===== config.mk =====
export PLATFORM = sky130hd
export DESIGN_NAME = disk_track_elevator_scheduler
export DESIGN_NICKNAME = d
export VERILOG_FILES = /design/src/dtes_pkg.sv /design/src/dtes_ctrl.sv /design/src/dtes_datapath.sv /design/src/disk_track_elevator_scheduler.sv
export SDC_FILE = /design/constraint.sdc
export NUM_CORES = 1
export LEC_CHECK = 0
export ABC_AREA = 1
export BUFFER_PORTS_ARGS = -buffer_cell sky130_fd_sc_hd__buf_2
export CELL_PAD_IN_SITES_DETAIL_PLACEMENT = 0
export CELL_PAD_IN_SITES_GLOBAL_PLACEMENT = 1
export CORE_MARGIN = 2
export CORE_UTILIZATION = 51
export DETAILED_ROUTE_END_ITERATION = 12
export PLACE_DENSITY_LB_ADDON = 0.1
export SLEW_MARGIN = 20
export SYNTH_ARGS = -nofsm -noshare
export SYNTH_HDL_FRONTEND = slang
export SYNTH_SLANG_ARGS = --single-unit

===== constraint.sdc =====
create_clock -name clk_i -period 4.7 [get_ports clk_i]
set_input_delay 0.47 -clock clk_i [delete_from_list [all_inputs] [get_ports clk_i]]
set_output_delay 0.47 -clock clk_i [all_outputs]
set_load 0.02 [all_outputs]

===== src/dtes_pkg.sv =====
package dtes_pkg;

  localparam int PendingDepth = 16;
  localparam int TrackBits    = 16;
  localparam int ClientBits   = 8;
  localparam int TimeoutBits  = 16;
  localparam int IdxBits      = $clog2(PendingDepth);

  typedef enum logic [1:0] {
    OpRequest = 2'd0,
    OpRelease = 2'd1,
    OpTick    = 2'd2,
    OpNone    = 2'd3
  } op_e;

  typedef enum logic [1:0] {
    StGranted = 2'd0,
    StTimeout = 2'd1,
    StIdle    = 2'd2,
    StFull    = 2'd3
  } status_e;

  typedef enum logic [2:0] {
    StateIdle,
    StateRequest,
    StateRelScan,
    StateRelDone,
    StateTickScan,
    StateTickDone
  } state_e;

  typedef struct packed {
    logic capture;
    logic request;
    logic rel_scan;
    logic rel_done;
    logic tick_scan;
    logic tick_done;
  } cmd_t;

  typedef struct packed {
    logic scan_last;
  } stat_t;

endpackage


===== src/dtes_ctrl.sv =====
module dtes_ctrl (
  input  logic                clk_i,
  input  logic                rst_ni,
  input  logic                start_i,
  input  logic [1:0]          operation_i,
  input  dtes_pkg::stat_t     stat_i,
  output dtes_pkg::cmd_t      cmd_o,
  output logic                busy_o
);

  dtes_pkg::state_e state_q, state_d;

  always_ff @(posedge clk_i or negedge rst_ni) begin
    if (!rst_ni) begin
      state_q <= dtes_pkg::StateIdle;
    end else begin
      state_q <= state_d;
    end
  end

  always_comb begin
    state_d = state_q;
    case (state_q)
      dtes_pkg::StateIdle: begin
        if (start_i) begin
          case (operation_i)
            dtes_pkg::OpRequest: state_d = dtes_pkg::StateRequest;
            dtes_pkg::OpRelease: state_d = dtes_pkg::StateRelScan;
            dtes_pkg::OpTick:    state_d = dtes_pkg::StateTickScan;
            default:             state_d = dtes_pkg::StateIdle;
          endcase
        end
      end
      dtes_pkg::StateRequest: state_d = dtes_pkg::StateIdle;
      dtes_pkg::StateRelScan: begin
        if (stat_i.scan_last) state_d = dtes_pkg::StateRelDone;
      end
      dtes_pkg::StateRelDone: state_d = dtes_pkg::StateIdle;
      dtes_pkg::StateTickScan: begin
        if (stat_i.scan_last) state_d = dtes_pkg::StateTickDone;
      end
      dtes_pkg::StateTickDone: state_d = dtes_pkg::StateIdle;
      default: state_d = dtes_pkg::StateIdle;
    endcase
  end

  always_comb begin
    cmd_o  = '0;
    busy_o = 1'b1;
    case (state_q)
      dtes_pkg::StateIdle: begin
        busy_o        = 1'b0;
        cmd_o.capture = start_i;
      end
      dtes_pkg::StateRequest:  cmd_o.request   = 1'b1;
      dtes_pkg::StateRelScan:  cmd_o.rel_scan  = 1'b1;
      dtes_pkg::StateRelDone:  cmd_o.rel_done  = 1'b1;
      dtes_pkg::StateTickScan: cmd_o.tick_scan = 1'b1;
      dtes_pkg::StateTickDone: cmd_o.tick_done = 1'b1;
      default: busy_o = 1'b1;
    endcase
  end

endmodule


===== src/dtes_datapath.sv =====
module dtes_datapath (
  input  logic                              clk_i,
  input  logic                              rst_ni,
  input  dtes_pkg::cmd_t                    cmd_i,
  output dtes_pkg::stat_t                   stat_o,
  input  logic [dtes_pkg::ClientBits-1:0]   requester_id_i,
  input  logic [dtes_pkg::TrackBits-1:0]    track_i,
  input  logic [dtes_pkg::TimeoutBits-1:0]  timeout_ticks_i,
  output logic                              result_valid_o,
  output logic [dtes_pkg::ClientBits-1:0]   client_id_o,
  output logic [1:0]                        status_o,
  output logic [dtes_pkg::TrackBits-1:0]    granted_track_o,
  output logic                              last_o
);

  localparam int Depth = dtes_pkg::PendingDepth;
  localparam int IdxW  = dtes_pkg::IdxBits;
  localparam int TrkW  = dtes_pkg::TrackBits;
  localparam int CliW  = dtes_pkg::ClientBits;
  localparam int TmoW  = dtes_pkg::TimeoutBits;

  logic [CliW-1:0] req_client_q;
  logic [TrkW-1:0] req_track_q;
  logic [TmoW-1:0] req_tmo_q;

  logic [CliW-1:0] slot_client_q [Depth];
  logic [TrkW-1:0] slot_track_q  [Depth];
  logic            slot_sweep_q  [Depth];
  logic [TmoW-1:0] slot_rem_q    [Depth];

  logic [Depth-1:0] valid_q, valid_d;
  logic             disk_busy_q, disk_busy_d;
  logic [TrkW-1:0]  head_track_q, head_track_d;
  logic             active_sweep_q, active_sweep_d;
  logic [IdxW-1:0]  idx_q;

  logic            act_found_q, oth_found_q;
  logic [IdxW-1:0] act_idx_q, oth_idx_q;
  logic [TrkW-1:0] act_track_q, oth_track_q;
  logic [CliW-1:0] act_client_q, oth_client_q;

  logic            hold_valid_q, hold_valid_d;
  logic [CliW-1:0] hold_client_q, hold_client_d;
  logic [TrkW-1:0] hold_track_q, hold_track_d;

  logic                  res_valid_q, res_valid_d;
  logic [CliW-1:0]       res_client_q, res_client_d;
  dtes_pkg::status_e     res_status_q, res_status_d;
  logic [TrkW-1:0]       res_track_q, res_track_d;
  logic                  res_last_q, res_last_d;

  logic            free_found;
  logic [IdxW-1:0] free_idx;
  logic            cur_valid;
  logic            cur_sweep;
  logic [TrkW-1:0] cur_track;
  logic [CliW-1:0] cur_client;
  logic [TmoW-1:0] cur_rem;

  assign cur_valid  = valid_q[idx_q];
  assign cur_sweep  = slot_sweep_q[idx_q];
  assign cur_track  = slot_track_q[idx_q];
  assign cur_client = slot_client_q[idx_q];
  assign cur_rem    = slot_rem_q[idx_q];

  assign stat_o.scan_last = (idx_q == IdxW'(Depth - 1));

  always_comb begin
    free_found = 1'b0;
    free_idx   = '0;
    for (int i = 0; i < Depth; i++) begin
      if (!free_found && !valid_q[i]) begin
        free_found = 1'b1;
        free_idx   = IdxW'(i);
      end
    end
  end

  always_comb begin
    valid_d        = valid_q;
    disk_busy_d    = disk_busy_q;
    head_track_d   = head_track_q;
    active_sweep_d = active_sweep_q;
    hold_valid_d   = hold_valid_q;
    hold_client_d  = hold_client_q;
    hold_track_d   = hold_track_q;
    res_valid_d    = 1'b0;
    res_client_d   = res_client_q;
    res_status_d   = res_status_q;
    res_track_d    = res_track_q;
    res_last_d     = res_last_q;

    if (cmd_i.capture) begin
      hold_valid_d = 1'b0;
    end

    if (cmd_i.request) begin
      if (!disk_busy_q) begin
        disk_busy_d  = 1'b1;
        head_track_d = req_track_q;
        res_valid_d  = 1'b1;
        res_client_d = req_client_q;
        res_status_d = dtes_pkg::StGranted;
        res_track_d  = req_track_q;
        res_last_d   = 1'b1;
      end else if (!free_found) begin
        res_valid_d  = 1'b1;
        res_client_d = req_client_q;
        res_status_d = dtes_pkg::StFull;
        res_track_d  = req_track_q;
        res_last_d   = 1'b1;
      end else begin
        valid_d[free_idx] = 1'b1;
      end
    end

    if (cmd_i.rel_done) begin
      res_valid_d = 1'b1;
      res_last_d  = 1'b1;
      if (act_found_q) begin
        head_track_d         = act_track_q;
        valid_d[act_idx_q]   = 1'b0;
        res_client_d         = act_client_q;
        res_status_d         = dtes_pkg::StGranted;
        res_track_d          = act_track_q;
      end else if (oth_found_q) begin
        active_sweep_d       = ~active_sweep_q;
        head_track_d         = oth_track_q;
        valid_d[oth_idx_q]   = 1'b0;
        res_client_d         = oth_client_q;
        res_status_d         = dtes_pkg::StGranted;
        res_track_d          = oth_track_q;
      end else begin
        disk_busy_d  = 1'b0;
        res_client_d = '0;
        res_status_d = dtes_pkg::StIdle;
        res_track_d  = '0;
      end
    end

    if (cmd_i.tick_scan && cur_valid && cur_rem == TmoW'(1)) begin
      valid_d[idx_q] = 1'b0;
      if (hold_valid_q) begin
        res_valid_d  = 1'b1;
        res_client_d = hold_client_q;
        res_status_d = dtes_pkg::StTimeout;
        res_track_d  = hold_track_q;
        res_last_d   = 1'b0;
      end
      hold_valid_d  = 1'b1;
      hold_client_d = cur_client;
      hold_track_d  = cur_track;
    end

    if (cmd_i.tick_done && hold_valid_q) begin
      res_valid_d  = 1'b1;
      res_client_d = hold_client_q;
      res_status_d = dtes_pkg::StTimeout;
      res_track_d  = hold_track_q;
      res_last_d   = 1'b1;
      hold_valid_d = 1'b0;
    end
  end

  always_ff @(posedge clk_i or negedge rst_ni) begin
    if (!rst_ni) begin
      valid_q        <= '0;
      disk_busy_q    <= 1'b0;
      head_track_q   <= '0;
      active_sweep_q <= 1'b0;
      hold_valid_q   <= 1'b0;
      res_valid_q    <= 1'b0;
      act_found_q    <= 1'b0;
      oth_found_q    <= 1'b0;
      idx_q          <= '0;
    end else begin
      valid_q        <= valid_d;
      disk_busy_q    <= disk_busy_d;
      head_track_q   <= head_track_d;
      active_sweep_q <= active_sweep_d;
      hold_valid_q   <= hold_valid_d;
      res_valid_q    <= res_valid_d;
      if (cmd_i.capture) begin
        idx_q       <= '0;
        act_found_q <= 1'b0;
        oth_found_q <= 1'b0;
      end else if (cmd_i.rel_scan || cmd_i.tick_scan) begin
        idx_q <= idx_q + 1'b1;
      end
      if (cmd_i.rel_scan && cur_valid) begin
        if (cur_sweep == active_sweep_q) begin
          if (!act_found_q || cur_track < act_track_q) act_found_q <= 1'b1;
        end else begin
          if (!oth_found_q || cur_track < oth_track_q) oth_found_q <= 1'b1;
        end
      end
    end
  end

  always_ff @(posedge clk_i) begin
    if (cmd_i.capture) begin
      req_client_q <= requester_id_i;
      req_track_q  <= track_i;
      req_tmo_q    <= timeout_ticks_i;
    end
    if (cmd_i.request && disk_busy_q && free_found) begin
      slot_client_q[free_idx] <= req_client_q;
      slot_track_q[free_idx]  <= req_track_q;
      slot_sweep_q[free_idx]  <= (req_track_q >= head_track_q) ? active_sweep_q
                                                                : ~active_sweep_q;
      slot_rem_q[free_idx]    <= req_tmo_q;
    end
    if (cmd_i.tick_scan && cur_valid && cur_rem != '0) begin
      slot_rem_q[idx_q] <= cur_rem - 1'b1;
    end
    if (cmd_i.rel_scan && cur_valid) begin
      if (cur_sweep == active_sweep_q) begin
        if (!act_found_q || cur_track < act_track_q) begin
          act_idx_q    <= idx_q;
          act_track_q  <= cur_track;
          act_client_q <= cur_client;
        end
      end else begin
        if (!oth_found_q || cur_track < oth_track_q) begin
          oth_idx_q    <= idx_q;
          oth_track_q  <= cur_track;
          oth_client_q <= cur_client;
        end
      end
    end
    hold_client_q <= hold_client_d;
    hold_track_q  <= hold_track_d;
    res_client_q  <= res_client_d;
    res_status_q  <= res_status_d;
    res_track_q   <= res_track_d;
    res_last_q    <= res_last_d;
  end

  assign result_valid_o  = res_valid_q;
  assign client_id_o     = res_client_q;
  assign status_o        = res_status_q;
  assign granted_track_o = res_track_q;
  assign last_o          = res_last_q;

endmodule


===== src/disk_track_elevator_scheduler.sv =====
// Grants one disk to clients in one-direction elevator order. A command beat is taken when
// start_i is high and busy_o is low. A release or a tick walks all 16 pending slots, one
// slot per cycle; an unknown operation gives nothing. Results appear for exactly one cycle
// with result_valid_o high and cannot be held off, so the receiver must take every beat as
// it comes; last_o marks the final result of a command. A tick may give up to 16 timed-out
// results.
module disk_track_elevator_scheduler (
  input  logic                              clk_i,
  input  logic                              rst_ni,
  input  logic                              start_i,
  output logic                              busy_o,
  input  logic [1:0]                        operation_i,
  input  logic [dtes_pkg::ClientBits-1:0]   requester_id_i,
  input  logic [dtes_pkg::TrackBits-1:0]    track_i,
  input  logic [dtes_pkg::TimeoutBits-1:0]  timeout_ticks_i,
  output logic                              result_valid_o,
  output logic [dtes_pkg::ClientBits-1:0]   client_id_o,
  output logic [1:0]                        status_o,
  output logic [dtes_pkg::TrackBits-1:0]    granted_track_o,
  output logic                              last_o
);

  dtes_pkg::cmd_t  cmd;
  dtes_pkg::stat_t stat;

  dtes_ctrl u_ctrl (
    .clk_i       (clk_i),
    .rst_ni      (rst_ni),
    .start_i     (start_i),
    .operation_i (operation_i),
    .stat_i      (stat),
    .cmd_o       (cmd),
    .busy_o      (busy_o)
  );

  dtes_datapath u_datapath (
    .clk_i           (clk_i),
    .rst_ni          (rst_ni),
    .cmd_i           (cmd),
    .stat_o          (stat),
    .requester_id_i  (requester_id_i),
    .track_i         (track_i),
    .timeout_ticks_i (timeout_ticks_i),
    .result_valid_o  (result_valid_o),
    .client_id_o     (client_id_o),
    .status_o        (status_o),
    .granted_track_o (granted_track_o),
    .last_o          (last_o)
  );

  a_more_follow: assert property (@(posedge clk_i) disable iff (!rst_ni)
    result_valid_o && !last_o |-> busy_o)
    else $error("Non-final result beat seen while the block is idle.");

  a_single_kinds_last: assert property (@(posedge clk_i) disable iff (!rst_ni)
    result_valid_o && status_o != dtes_pkg::StTimeout |-> last_o)
    else $error("Grant, idle or full result beat not marked as final.");

  a_idle_zero: assert property (@(posedge clk_i) disable iff (!rst_ni)
    result_valid_o && status_o == dtes_pkg::StIdle |-> client_id_o == '0
      && granted_track_o == '0)
    else $error("Idle result beat carries a nonzero client or track.");

  a_accept_busy: assert property (@(posedge clk_i) disable iff (!rst_ni)
    start_i && !busy_o && operation_i != dtes_pkg::OpNone |=> busy_o)
    else $error("Accepted command did not make the block busy.");

endmodule

==> results.yml, run 1 <==
status:
  status: "finished, final reports clean"
power_and_ir_drop:
  ir_drop_mv: 0.413
  power_density_relative_to_cell_area_nw_per_um2: 635
  total_power_mw: 26.3
  power.leakage_nw: 15.9
flow_run:
  number_of_max_cap_violations: 0
worst_setup_path:
  timing.critical_path.from_type: "register"
  crit_path_end_kind: "register"
  worst-setup-path-type: "register to register"
  worst_ep_required_time_ns: 5.03
  r2r_slack_ns: 0.47
  worstPathMaxFanout: 68
  timing.critical_path.arrival_ns: 4.56
sta:
  fin_crit_ns: 4.23
  fin_crit_sh_pct: 90.0
  clock-skew-final_ns: 0.0315
  fin_hold_ws_ns: 0.0352
  grt_setup_unrepaired: "false"
  worst_slew_margin_rel_pct: 35.4
  peak_clock_frequency_supported_by_timing_mhz: 236
  setup_viol_count_final: 0
  finalHoldViolations: 0
  max_slew.worst_pin.slew_ns: 0.967
  fin_setup_tns_ns: 0
  drv_slew: 0
cells_and_area:
  finish.net_count: 3532
  stdcell_count: 4444
  syn_to_final_growth_pct: 14.8
  layout-drive-gt1-share_pct: 11.3
  antenna_cells: 0
  largest_registers_in_the_final_layout: "u_datapath.slot_rem_q (256), u_datapath.slot_track_q (256), u_datapath.slot_client_q (128)"
synth:
  post_synth_and_or_nand_nor_area_fraction_pct: 15.3
  synth_fp_nets: 3355
  synth_seq_cells: 848
  synth-main-ff-cell: "edfxtp_1"
  synth_top_family_by_area: "simple AND/OR/NAND/NOR gates"
  synth_edf_count: 776
  synth_sequential_area_ratio_pct: 69.3
  synth_top_area_share_pct: 64.7
  netlist_instances: 3258
  adder_cell_share_of_the_synthesized_area_pct: 1.81
  synth.avg_cell_area_um2: 11.1
  yosys_warnings: 0
  async_flop_share_pct: 5.31
  post_synth_xor_area_fraction_pct: 0.219
  synth_compound_area_share_pct: 8.29
  post_synth_instance_area_um2: 36000
  muxShareOfSynthArea_pct: 0
  ys_types: 50
  post_synth_main_area_contributors: "edfxtp_1, nand2_1, nor2_1"
  post_synth_top_area_cell: "edfxtp_1"
  synth_most_common_cell: "edfxtp_1"
  netlist_top_cells_count: "edfxtp_1, nand2_1, nor2_1"
clocking:
  post_cts.resized_instances: 0
  worstSkewPairLatency_ns: 0.64
  clk_path_buf_depth: 3
  worst_setup_hold_path_clk_slew_ns: 0.06
  clk_sinks: 848
  clock_tree_root_buffer_cell: "clkbuf_16"
  cts_buffers: 88
  post_cts.repair.setup_buffers: 0
  cts_tree: "built"
  htree_levels: 3
grt:
  grt_max_degree: 102
  grt_util_all_layers_pct: 27.1
  grt_antenna_before_repair: 2
  grt_overflow: 0
  grt_first_pass_wirelength_mm: 148
  grt_pass1_vias: 23500
detailed_routing:
  drtAntennaViolNets: 0
  drt-pass1-iter-count: 6
  dr_total_vias: 24900
  drcViolationCount: 0
  drt_wl_total_mm: 99.8
  drtIter0Drc: 2661
  wl_per_cell_um: 22.5
  via_per_inst: 5.59
placed_design:
  routability_congestion: 0.862
  place.detailed.hpwl_mm: 60.2
  place_inst: 4250
  placement.io_buffers: 73
die:
  design.portCount: 74
  starting_utilization_of_the_core_area_pct: 51.5
  die_height_um: 270
  die_width_um: 270
  fp.dieArea_um2: 72800
  rows: 97
  design.core.area_um2: 70000
hold_path:
  hold_class: "input port to register"
-- layout make-up --
class	instances	area (um^2)
clock buffers	114	2330
repair buffers	235	1940
well taps	940	1180
clock inverters	45	412
multi-input cells	1968	9420
fillers	5811	28700
inverters	294	1110
flip-flops and latches	848	25000
-- worst max-delay path, stage by stage, from the launching register on --
cell and delay (ns):
dfrtp_4 0.57, inv_8 0.37, buf_4 0.40, nand2_1 0.09
nand3_1 0.08, nand2_1 0.06, nand2_1 0.07, nand2_1 0.07
nor2_1 0.26, nand2_1 0.12, nor2_1 0.12, nand2_1 0.13
o21ai_2 0.42, nand2_1 0.12, o21ai_1 0.12, nand2_1 0.19
nor2_2 0.44, buf_12 0.24
-- cells by family (layout without fill, tap and decap cells) --
kind of cell,Yosys count,after routing
XOR/XNOR,9,9
AND/OR/NAND/NOR,1372,1372
flip-flops,848,848
AO/OA/AOI/OAI,535,535
adder cells (fa/ha/maj),52,52
buffers and inverters,442,688
-- power by group --
group          total [mW]  switching (mW)  internal (mW)  leakage [nW]
Clock                6.70            2.87           3.83          1.34
Sequential           10.1           0.451           9.65          7.79
Combinational        9.45            6.69           2.76          6.80
-- layer usage --
| metal | routed length (um) | up-vias | track usage [%] |
|---|---|---|---|
| met5 | 0 | - | 0 |
| met4 | 1730 | 0 | 6.33 |
| met3 | 9650 | 117 | 6.33 |
| met2 | 43500 | 1011 | 40.0 |
| met1 | 44900 | 12100 | 40.9 |
| li1 | - | 11600 | - |
-- worst paths after layout --
path                       cells past startpoint                      endpoint                         from
min in group asynchronous                      3             u_ctrl.state_q[1]                       rst_ni
min                                            1      u_datapath.req_tmo_q[10]          timeout_ticks_i[10]
max reg2reg                                   17  u_datapath.slot_rem_q[0][14]          u_datapath.idx_q[0]
max in group asynchronous                      3           u_datapath.idx_q[1]                       rst_ni
min reg2reg                                    2     u_datapath.client_id_o[6]  u_datapath.hold_client_q[6]
max                                           17  u_datapath.slot_rem_q[0][14]          u_datapath.idx_q[0]
-- repair_timing --
item,4_1_cts,5_1_grt
hold endpoints to repair,47,0
endpoints found under the setup margin,0,0
hold buffers,35,0
-- per-stage QoR --
stage,area (um^2),setup slack (ns),util [%]
CTS,41400,0.406,59.1
finish,41400,0.471,59.1
floorplan,36000,0.563,-
global placement,38300,0.381,54.6
global route,41400,0.143,59.1
detailed placement,38300,0.435,54.7
-- placed cells by master, fill, tap and decap left out, drive strengths merged, types with 52 or more instances in the layout --
cell type  count
inv          296
nand2        756
nor2         428
edfxtp       776
o22ai        126
o21ai        291
ha            52
buf          200
a21oi         66
clkbuf       114
nand3         96
Power figures use the tool's default switching activity.
==> run 2: changes to the inputs <==
--- a/config.mk
+++ b/config.mk
@@ -5,13 +5,13 @@
 export SDC_FILE = /design/constraint.sdc
 export NUM_CORES = 1
 export LEC_CHECK = 0
-export ABC_AREA = 1
 export BUFFER_PORTS_ARGS = -buffer_cell sky130_fd_sc_hd__buf_2
 export CELL_PAD_IN_SITES_DETAIL_PLACEMENT = 0
 export CELL_PAD_IN_SITES_GLOBAL_PLACEMENT = 1
 export CORE_MARGIN = 2
-export CORE_UTILIZATION = 51
+export CORE_UTILIZATION = 55
 export DETAILED_ROUTE_END_ITERATION = 12
+export GPL_ROUTABILITY_DRIVEN = 0
 export PLACE_DENSITY_LB_ADDON = 0.1
 export SLEW_MARGIN = 20
 export SYNTH_ARGS = -nofsm -noshare
==> results.yml, run 2 <==
synth:
  synth_sequential_area_ratio_pct: 73.2
  synth_seq_cells: 848
  synth_fp_nets: 1883
  synth_top_area_share_pct: 68.3
  synth_edf_count: 776
  async_flop_share_pct: 5.31
  synth-main-ff-cell: "edfxtp_1"
  muxShareOfSynthArea_pct: 14.2
  post_synth_instance_area_um2: 34100
  yosys_warnings: 0
  post_synth_xor_area_fraction_pct: 0.411
  synth_compound_area_share_pct: 5.01
  netlist_instances: 1786
  synth.avg_cell_area_um2: 19.1
  post_synth_and_or_nand_nor_area_fraction_pct: 3.38
  post_synth_main_area_contributors: "edfxtp_1, mux4_2, dfrtp_1"
  netlist_top_cells_count: "edfxtp_1, mux4_2, inv_1"
  post_synth_top_area_cell: "edfxtp_1"
  adder_cell_share_of_the_synthesized_area_pct: 1.91
  synth_top_family_by_area: "multiplexers"
  ys_types: 57
  synth_most_common_cell: "edfxtp_1"
status:
  status: "finished, final reports clean"
sta:
  worst_slew_margin_rel_pct: 25.8
  setup_viol_count_final: 0
  peak_clock_frequency_supported_by_timing_mhz: 225
  finalHoldViolations: 0
  fin_crit_ns: 4.44
  grt_setup_unrepaired: "false"
  fin_hold_ws_ns: 0.0298
  fin_setup_tns_ns: 0
  drv_slew: 0
  clock-skew-final_ns: 0.0225
  fin_crit_sh_pct: 94.5
  max_slew.worst_pin.slew_ns: 1.11
cells_and_area:
  layout-drive-gt1-share_pct: 26.5
  syn_to_final_growth_pct: 14.7
  finish.net_count: 2086
  mostFrequentLayoutCells: "edfxtp_1, mux4_2, clkbuf_16"
  antenna_cells: 0
  largest_registers_in_the_final_layout: "u_datapath.slot_rem_q (256), u_datapath.slot_track_q (256), u_datapath.slot_client_q (128)"
  layout_commonest_cell: "edfxtp_1"
  stdcell_count: 2850
  final.fill_count: 4346
detailed_routing:
  drcViolationCount: 0
  drtIter0Drc: 2070
  via_per_inst: 6.40
  wl_per_cell_um: 28.8
  drtAntennaViolNets: 0
  dr_total_vias: 18200
  drt-pass1-iter-count: 5
  drt_wl_total_mm: 82.0
clocking:
  clock_tree_root_buffer_cell: "clkbuf_16"
  htree_levels: 3
  cts_tree: "built"
  worst_setup_hold_path_clk_slew_ns: 0.06
  clk_sinks: 848
  worstSkewPairLatency_ns: 0.63
  post_cts.repair.setup_buffers: 0
  cts_buffers: 86
  clk_path_buf_depth: 3
grt:
  grt_max_degree: 67
  grt_overflow: 0
  grt_pass1_vias: 18300
  grt_antenna_before_repair: 2
  grt_util_all_layers_pct: 26.3
  grt_first_pass_wirelength_mm: 121
die:
  design.portCount: 74
  starting_utilization_of_the_core_area_pct: 55.5
  rows: 91
  die_height_um: 253
  design.core.area_um2: 61500
  die_width_um: 253
  fp.dieArea_um2: 64100
hold_path:
  hold_class: "input port to register"
  worst_hold_depth: 1
worst_setup_path:
  worst_ep_required_time_ns: 5.20
  r2r_slack_ns: 0.26
  worstPathMaxFanout: 31
  timing.critical_path.from_type: "register"
  worst-setup-path-type: "register to register"
  crit_path_end_kind: "register"
  rr_worst_depth: 12
  timing.critical_path.arrival_ns: 4.94
flow_run:
  number_of_max_cap_violations: 0
power_and_ir_drop:
  ir_drop_mv: 0.513
  power.leakage_nw: 13.1
  power_density_relative_to_cell_area_nw_per_um2: 564
placed_design:
  place.detailed.hpwl_mm: 47.5
  placement.io_buffers: 73
  place_inst: 2661
[run 2: path summary, 6_finish.rpt]
kind | endpoint | from
min in group asynchronous | u_datapath.head_track_q[13] | rst_ni
max in group asynchronous | u_datapath.idx_q[0] | rst_ni
worst max-delay path | u_datapath.act_found_q | u_datapath.idx_q[0]
worst min register to register | u_datapath.granted_track_o[14] | u_datapath.hold_track_q[14]
worst min-delay path | u_datapath.req_tmo_q[11] | timeout_ticks_i[11]
worst max register to register | u_datapath.act_found_q | u_datapath.idx_q[0]
[run 2: per-layer routing]
layer  vias up  GRT usage [%]  routed length [um]
met1      9689           40.7               36700
met2       729           40.5               38400
met3       102           3.63                5820
li1       7706              -                   -
met4         0           5.88                1120
met5         -              0                   0
[run 2: final cells by class]
cell class,instances,area (um^2),share of cell area (%)
Timing Repair Buffer,193,1430,3.65
Multi-Input combinational cell,780,8720,22.3
Clock inverter,36,397,1.01
Clock buffer,123,2340,5.98
Inverter,80,300,0.767
Tap cell,790,988,2.52
Sequential cell,848,25000,63.8
[run 2: power by group]
group | switching, mW | leakage (nW) | internal [mW] | total, mW
logic | 3.14 | 3.98 | 2.52 | 5.66
registers | 0.509 | 7.80 | 9.23 | 9.74
clock network | 2.77 | 1.33 | 3.92 | 6.69
total | 6.41 | 13.1 | 15.7 | 22.1
[run 2: logic make-up (layout without fill, tap and decap cells)]
logic type,Yosys count,count (layout)
buf+inv,158,432
simple gates,233,233
flops,848,848
compound gates,242,242
xor+xnor,16,16
fa+ha+maj,52,52
mux,237,237
[run 2: stage by stage]
| stage | util [%] | setup slack, ns | area [um^2] | power, mW |
|---|---|---|---|---|
| 2_1_floorplan | - | 0.0122 | 34200 | 13.7 |
| 3_3_place_gp | 58.7 | 0.258 | 36100 | 15.4 |
| 3_5_place_dp | 58.7 | 0.261 | 36100 | 15.5 |
| 4_1_cts | 63.6 | 0.220 | 39100 | 22.2 |
| 5_1_grt | 63.7 | 0.0203 | 39200 | 23.0 |
| 6_report | 63.7 | 0.257 | 39200 | 22.1 |
[run 2: worst max-delay path: stages, from the launching register on]
cell and delay [ns]:
dfrtp_4 0.88, buf_12 0.29, buf_4 0.24, mux4_2 0.52
mux4_2 0.60, ha_1 0.35, nand3_1 0.16, nor3_1 0.37
nand4_1 0.15, a21oi_1 0.24, nor2_4 0.09, buf_12 0.19
a21o_1 0.17
[run 2: timing repair]
action	4_1_cts	5_1_grt
endpoints found under the hold margin	74	0
resized for setup	0	3
endpoints found under the setup margin	0	36
hold buffers	30	0
